**src/rtl/tmm_pkg.sv**
```systemverilog
// Shared types, codes and helpers of the tridiagonal matrix multiply unit.
// No dependencies; every other RTL file imports this package.
`default_nettype none

package tmm_pkg;

  // Configuration register indexes.
  localparam logic [2:0] CFG_A_ROWS   = 3'd0;
  localparam logic [2:0] CFG_A_COLS   = 3'd1;
  localparam logic [2:0] CFG_B_COLS   = 3'd2;
  localparam logic [2:0] CFG_ADD_MODE = 3'd3;
  localparam logic [2:0] CFG_ALPHA    = 3'd4;

  // Coefficient selects for the shared multiplier.
  localparam logic [1:0] SEL_UPPER = 2'd0;
  localparam logic [1:0] SEL_DIAG  = 2'd1;
  localparam logic [1:0] SEL_LOWER = 2'd2;

  localparam int ACC_W = 48;

  typedef enum logic [2:0] {
    ST_IDLE,
    ST_MUL_A,
    ST_RND_A,
    ST_MUL_B,
    ST_RND_B,
    ST_ACC,
    ST_EMIT
  } tmm_state_e;

  typedef struct packed {
    logic [12:0]        a_rows;
    logic [12:0]        a_cols;
    logic [6:0]         b_cols;
    logic               add_mode;
    logic signed [31:0] alpha;
  } tmm_cfg_t;

  typedef struct packed {
    logic       load;
    logic       mul_scale;
    logic       rnd_scale;
    logic       mul_term;
    logic       rnd_term;
    logic       acc;
    logic       pop;
    logic [1:0] sel;
  } tmm_cmd_t;

  typedef struct packed {
    logic col_ok;
    logic emit_any;
    logic pend_one;
  } tmm_sts_t;

  // Saturating 48-bit add.
  function automatic logic signed [ACC_W-1:0] sat_add48(input logic signed [ACC_W-1:0] a,
                                                        input logic signed [ACC_W-1:0] b);
    logic signed [ACC_W:0] s;
    s = {a[ACC_W-1], a} + {b[ACC_W-1], b};
    if (s[ACC_W] != s[ACC_W-1]) begin
      return s[ACC_W] ? {1'b1, {(ACC_W-1){1'b0}}} : {1'b0, {(ACC_W-1){1'b1}}};
    end
    return s[ACC_W-1:0];
  endfunction

endpackage

`default_nettype wire

```
**src/rtl/tmm_ctrl.sv**
```systemverilog
// Sequencer of the tridiagonal matrix multiply unit: handshakes and step order.
// Depends on tmm_pkg for the state type and the command and status structs.
`default_nettype none

module tmm_ctrl (
  input  wire logic              clk_i,
  input  wire logic              rst_ni,
  input  wire logic              in_valid_i,
  output logic                   in_stall_o,
  output logic                   out_valid_o,
  input  wire logic              out_stall_i,
  input  wire tmm_pkg::tmm_sts_t sts_i,
  output tmm_pkg::tmm_cmd_t      cmd_o
);
  import tmm_pkg::*;

  tmm_state_e state_q, state_d;
  logic [1:0] k_q, k_d;

  always_ff @(posedge clk_i or negedge rst_ni) begin
    if (!rst_ni) begin
      state_q <= ST_IDLE;
      k_q     <= SEL_UPPER;
    end else begin
      state_q <= state_d;
      k_q     <= k_d;
    end
  end

  // Next state.
  always_comb begin
    state_d = state_q;
    k_d     = k_q;
    case (state_q)
      ST_IDLE: begin
        if (in_valid_i && sts_i.col_ok) begin
          state_d = ST_MUL_A;
          k_d     = SEL_UPPER;
        end
      end
      ST_MUL_A: state_d = ST_RND_A;
      ST_RND_A: state_d = ST_MUL_B;
      ST_MUL_B: state_d = ST_RND_B;
      ST_RND_B: begin
        if (k_q == SEL_LOWER) begin
          state_d = ST_ACC;
        end else begin
          state_d = ST_MUL_A;
          k_d     = k_q + 2'd1;
        end
      end
      ST_ACC: state_d = sts_i.emit_any ? ST_EMIT : ST_IDLE;
      ST_EMIT: begin
        if (!out_stall_i && sts_i.pend_one) begin
          state_d = ST_IDLE;
        end
      end
      default: state_d = ST_IDLE;
    endcase
  end

  // Outputs.
  always_comb begin
    cmd_o           = '0;
    cmd_o.sel       = k_q;
    in_stall_o      = (state_q != ST_IDLE);
    out_valid_o     = (state_q == ST_EMIT);
    cmd_o.load      = (state_q == ST_IDLE) && in_valid_i && sts_i.col_ok;
    cmd_o.mul_scale = (state_q == ST_MUL_A);
    cmd_o.rnd_scale = (state_q == ST_RND_A);
    cmd_o.mul_term  = (state_q == ST_MUL_B);
    cmd_o.rnd_term  = (state_q == ST_RND_B);
    cmd_o.acc       = (state_q == ST_ACC);
    cmd_o.pop       = (state_q == ST_EMIT) && !out_stall_i;
  end

`ifndef SYNTH
  a_third_term_goes_to_acc: assert property (@(posedge clk_i) disable iff (!rst_ni)
    (state_q == ST_RND_B && k_q == SEL_LOWER) |=> (state_q == ST_ACC))
    else $error("sequencer skipped the accumulate step");
  a_nothing_to_emit_goes_idle: assert property (@(posedge clk_i) disable iff (!rst_ni)
    (state_q == ST_ACC && !sts_i.emit_any) |=> (state_q == ST_IDLE))
    else $error("sequencer entered emit with no pending result");
`endif

endmodule

`default_nettype wire

```
**config.mk**
```make
export PLATFORM = sky130hd
export DESIGN_NAME = tmm_ctrl
export DESIGN_NICKNAME = d
export VERILOG_FILES = /design/src/rtl/tmm_pkg.sv /design/src/rtl/tmm_ctrl.sv
export SDC_FILE = /design/constraint.sdc
export NUM_CORES = 1
export LEC_CHECK = 0
export ABC_CLOCK_PERIOD_IN_PS = 3500
export BUFFER_PORTS_ARGS = -buffer_cell sky130_fd_sc_hd__buf_2
export CORE_AREA = 2 2 39 41
export CTS_CLUSTER_SIZE = 25
export DETAILED_ROUTE_END_ITERATION = 6
export DIE_AREA = 0 0 41 43
export GPL_TIMING_DRIVEN = 0
export SYNTH_ARGS = -nofsm -noshare
export SYNTH_HDL_FRONTEND = slang
export SYNTH_SLANG_ARGS = --single-unit
```
**constraint.sdc**
```tcl
create_clock -name clk_i -period 3.5 [get_ports clk_i]
set_input_delay 0.175 -clock clk_i [delete_from_list [all_inputs] [get_ports clk_i]]
set_output_delay 0.175 -clock clk_i [all_outputs]
set_load 0.005 [all_outputs]
```
---- Word level (Yosys, flattened, before mapping) ----
Index checks and enable logic that the tools add are counted.
storage, ports and cells
  bits in registers ....................... 5
  output and inout bits ................... 11
operators by class
  $add $sub $neg .......................... 1
  equality and inequality tests ........... 10
  muxes and demuxes ....................... 8
  reduce and logical (&&, ||, !) cells .... 11
operators with widths
  cell                 number
  $pmux 3 s7           1
  $mux 3               4
  $eq 3x3->1 const B   3
  $eq 3x2->1 const B   2
  $logic_and 1x1->1    5
  $mux 2               2
  $ne 2x2->1 const B   2
  $pmux 2 s2           1
  $eq 3x1->1 const B   1
  $logic_not 3->1      1
  $reduce_and 3->1     1
  $reduce_bool 3->1    1
  $add 2x1->2 const B  1
  $eq 2x2->1 const B   1
  $ne 2x1->1 const B   1
  $reduce_and 2->1     1
  $reduce_bool 2->1    1
  $logic_not 1->1      1

---- Logic depth before layout (Yosys ltp) ----
  depth after elaboration ................. 4
  gate-level depth with buffers ........... 5
  gate-level depth less buffers ........... 5

---- Worst setup path after synthesis ----
OpenSTA, ideal clock, no wires.
  path kind ............................... register to register
  start ................................... register k_q[0]
  end ..................................... register k_q[1]
  setup time .............................. 0.128 ns
  arrival ................................. 1.292 ns
  setup slack ............................. 2.079 ns
  stages on the path, launching flop included .. 6
  buffers on the path ..................... 0
  clock period less this slack ............ 1.421 ns
  path through ............................ dfrtp_1 > inv_1 > ha_1 > or4b_4 > nand2_1 > o22ai_2
between the ends
  cells in the longest elaborated chain, start to end .. 3
  elaborated cells on any way between the ends .. 6
RTL lines
  element                                                line                            text
  start, declared                                        tmm_ctrl.sv:18                  logic [1:0] k_q, k_d;
  start signal, assigned                                 tmm_ctrl.sv:26                  k_q <= k_d;
  $add 2x1->2 / $eq 2x2->1 (equally long branches)       tmm_ctrl.sv:49, tmm_ctrl.sv:45
  $mux 2 / $ne 2x2->1 (equally long branches)            -
  $pmux 2 s2 / $reduce_and 3->1 (equally long branches)  -
Several ways; a longest one is shown, not always the timed one. The select of a mux whose other input is x is not followed.
A chain may end at the register's enable or synchronous reset.

==> impl_metrics.json <==
{
  "insertion_delay_ps": 240,
  "cp-start-kind": "flip-flop",
  "crit_type": "reg -> out",
  "synth_area_per_cell_sq_um": 9.05,
  "antenna_found_initial": 0,
  "gr-usage-all-layers_pct": 11.1,
  "slowest_stage": "dfrtp_1",
  "vias": 359,
  "fmax_mhz": 621,
  "worst_pin_slew_ps": 371,
  "max_stage_delay_ps": 370,
  "dr.pass1.iters": 4,
  "synth-async-reset-ratio_pct": 100,
  "power_density_nw_per_um2": 842,
  "rsz0062_at_grt": "no",
  "fin_area_sq_um": 485,
  "cts_buffer_depth": 2,
  "drc_errors": 0,
  "initial_core_util_pct": 24.9,
  "peakVddDrop_v": 0.000306,
  "timing.final.ws_setup_ps": 1890,
  "timing.final.crit_share_pct": 46.0,
  "layout-drive-gt1-share_pct": 45.0,
  "cp_top_family": "simple AND/OR/NAND/NOR gates",
  "port_buffers": 17,
  "ant_nets": 0,
  "die_area_sq_um": 1760,
  "final_cell_mix": "18 x buf_2, 5 x dfrtp_1",
  "ys_types": 25,
  "crit_arrival_ps": 1440,
  "wl_per_cell_um": 10.4,
  "crit_fanout": 9,
  "postCtsResizedCells": 0,
  "routed_wirelength_um": 794,
  "postCtsSetupRepairBufs": 0,
  "ioPinCount": 18,
  "hp-class": "in -> reg",
  "cts_tree": "built",
  "hold_violations": 0,
  "finalPower_w": 0.000409,
  "grt_max_degree": 11,
  "synth-simple-area-share_pct": 25.5,
  "synth-seq-cells": 5,
  "dp_hpwl_um": 601,
  "place_area_sq_um": 449,
  "synth_xor_area_share_pct": 0,
  "max_cap_violations": 0,
  "cts.sinks": 5,
  "drt-initial-drc-count": 4,
  "globalRouteOverflowTotal": 0,
  "worst-path-buf-inv": 2,
  "synthAdderAreaFrac_pct": 3.64,
  "area_growth_pct": 41.1,
  "finalWorstPathRequiredPeriod_ps": 1610,
  "worstSetupEndpointType": "output pin",
  "synth_ff_type": "dfrtp_1",
  "grt_pass1_vias": 309,
  "syn_inst": 38,
  "synth_top_family_by_area": "simple AND/OR/NAND/NOR gates",
  "setup_viol": 0,
  "synthMuxAreaShare_pct": 3.27,
  "status": "complete, no violations",
  "layout_commonest_cell": "buf_2",
  "setup_tns_ps": 0,
  "fin_nets": 69,
  "synth_fp_nets": 46,
  "slew_viol_final": 0,
  "antennaDiodeCount": 0,
  "p_leak_nw": 0.251,
  "cts_buffers": 3,
  "place_ws_ps": 2020,
  "fp-row-count": 14,
  "synth_area_sq_um": 344,
  "die_w_um": 41,
  "synth-edff-count": 0,
  "die_h_um": 43,
  "cts_htree_levels": 1,
  "grt_pass1_wl_um": 1300,
  "slew_headroom_pct": 75.3,
  "fin_worst_skew_ps": 2.51,
  "core_area_sq_um": 1380,
  "ys_seq_area_share_pct": 36.4,
  "ys_warn_count": 0,
  "viasPerCell": 4.72,
  "clockRootBuffer": "clkbuf_4",
  "gp_congestion": 0.626,
  "required_ps": 3320,
  "path_clk_slew_ps": 50,
  "synth-compound-area-share_pct": 22.2,
  "crit_chain": "buf_6 > or3_1 > nor2_1 > buf_2"
}
sequential cells by signal, indices dropped and copies added (netlist names):
name and cells:
state_q 3, k_q 2
worst register-to-register path, cell delays in order, from the launching register on:
cell and delay, ps:
dfrtp_1 390, inv_1 60, ha_1 210, or4b_4 520, nand2_1 110, o22ai_2 70
final timing paths:
check                        endpoint  depth (start not counted)        from  slack [ps]
max reg2reg                    k_q[1]                          5      k_q[0]        2030
min reg2reg                    k_q[0]                          1      k_q[0]         520
min                        state_q[2]                          3    sts_i[0]         250
max                          cmd_o[8]                          4  state_q[2]        1890
min in group asynchronous      k_q[1]                          2      rst_ni         270
max in group asynchronous  state_q[1]                          2      rst_ni        3090
synth_stat cells (all sizes together), types with 2 or more instances:
| master | n | area (sq um) |
|---|---|---|
| a211oi | 2 | 15.0 |
| and3 | 2 | 13.8 |
| buf | 2 | 16.3 |
| dfrtp | 5 | 125 |
| inv | 3 | 11.3 |
| nand2 | 3 | 11.3 |
| nor2 | 3 | 11.3 |
| nor3 | 2 | 10.0 |
| nor3b | 2 | 15.0 |
| o21ai | 2 | 10.0 |
| o22ai | 2 | 18.8 |
cell type report:
type                    count  area [sq um]
fillers                   153           898
multi-input cells          27           188
flip-flops and latches      5           125
repair buffers             18          95.1
clock buffers               4          26.3
plain buffers               3          20.0
well taps                  16          20.0
inverters                   3          11.3
power breakdown:
| group | leakage (nW) | switching (W) | total [W] | internal (W) |
|---|---|---|---|---|
| registers | 0.0626 | 0.0000179 | 0.000103 | 0.0000855 |
| logic | 0.174 | 0.000123 | 0.000237 | 0.000114 |
| clock network | 0.0150 | 0.0000254 | 0.0000686 | 0.0000432 |
metrics by stage:
stage          cells  hold WS (ps)  utilization (%)
5_1_grt           76           262             35.1
3_5_place_dp      71         0.506             32.5
4_1_cts           76           240             35.1
2_1_floorplan     38          -121                -
3_3_place_gp      71         -4.43             32.5
6_report          76           251             35.1
timing repair:
item                                    CTS  global route
endpoints found under the setup margin    0             0
hold buffers                              1             0
endpoints found under the hold margin     5             0
cell families (layout without fill, tap and decap cells):
| family | count (synthesis) | in the layout |
|---|---|---|
| multiplexers | 1 | 1 |
| AO/OA/AOI/OAI | 10 | 10 |
| buffers and inverters | 6 | 28 |
| flip-flops | 5 | 5 |
| AND/OR/NAND/NOR | 15 | 15 |
| adder cells (fa/ha/maj) | 1 | 1 |
layer usage:
metal | wire [um] | global-route usage (%)
met5 | 0 | 0
met2 | 371 | 15.6
met4 | 0 | 6.00
met1 | 350 | 13.8
met3 | 72 | 4.71
Note: power is estimated with default switching activity, not from simulation.
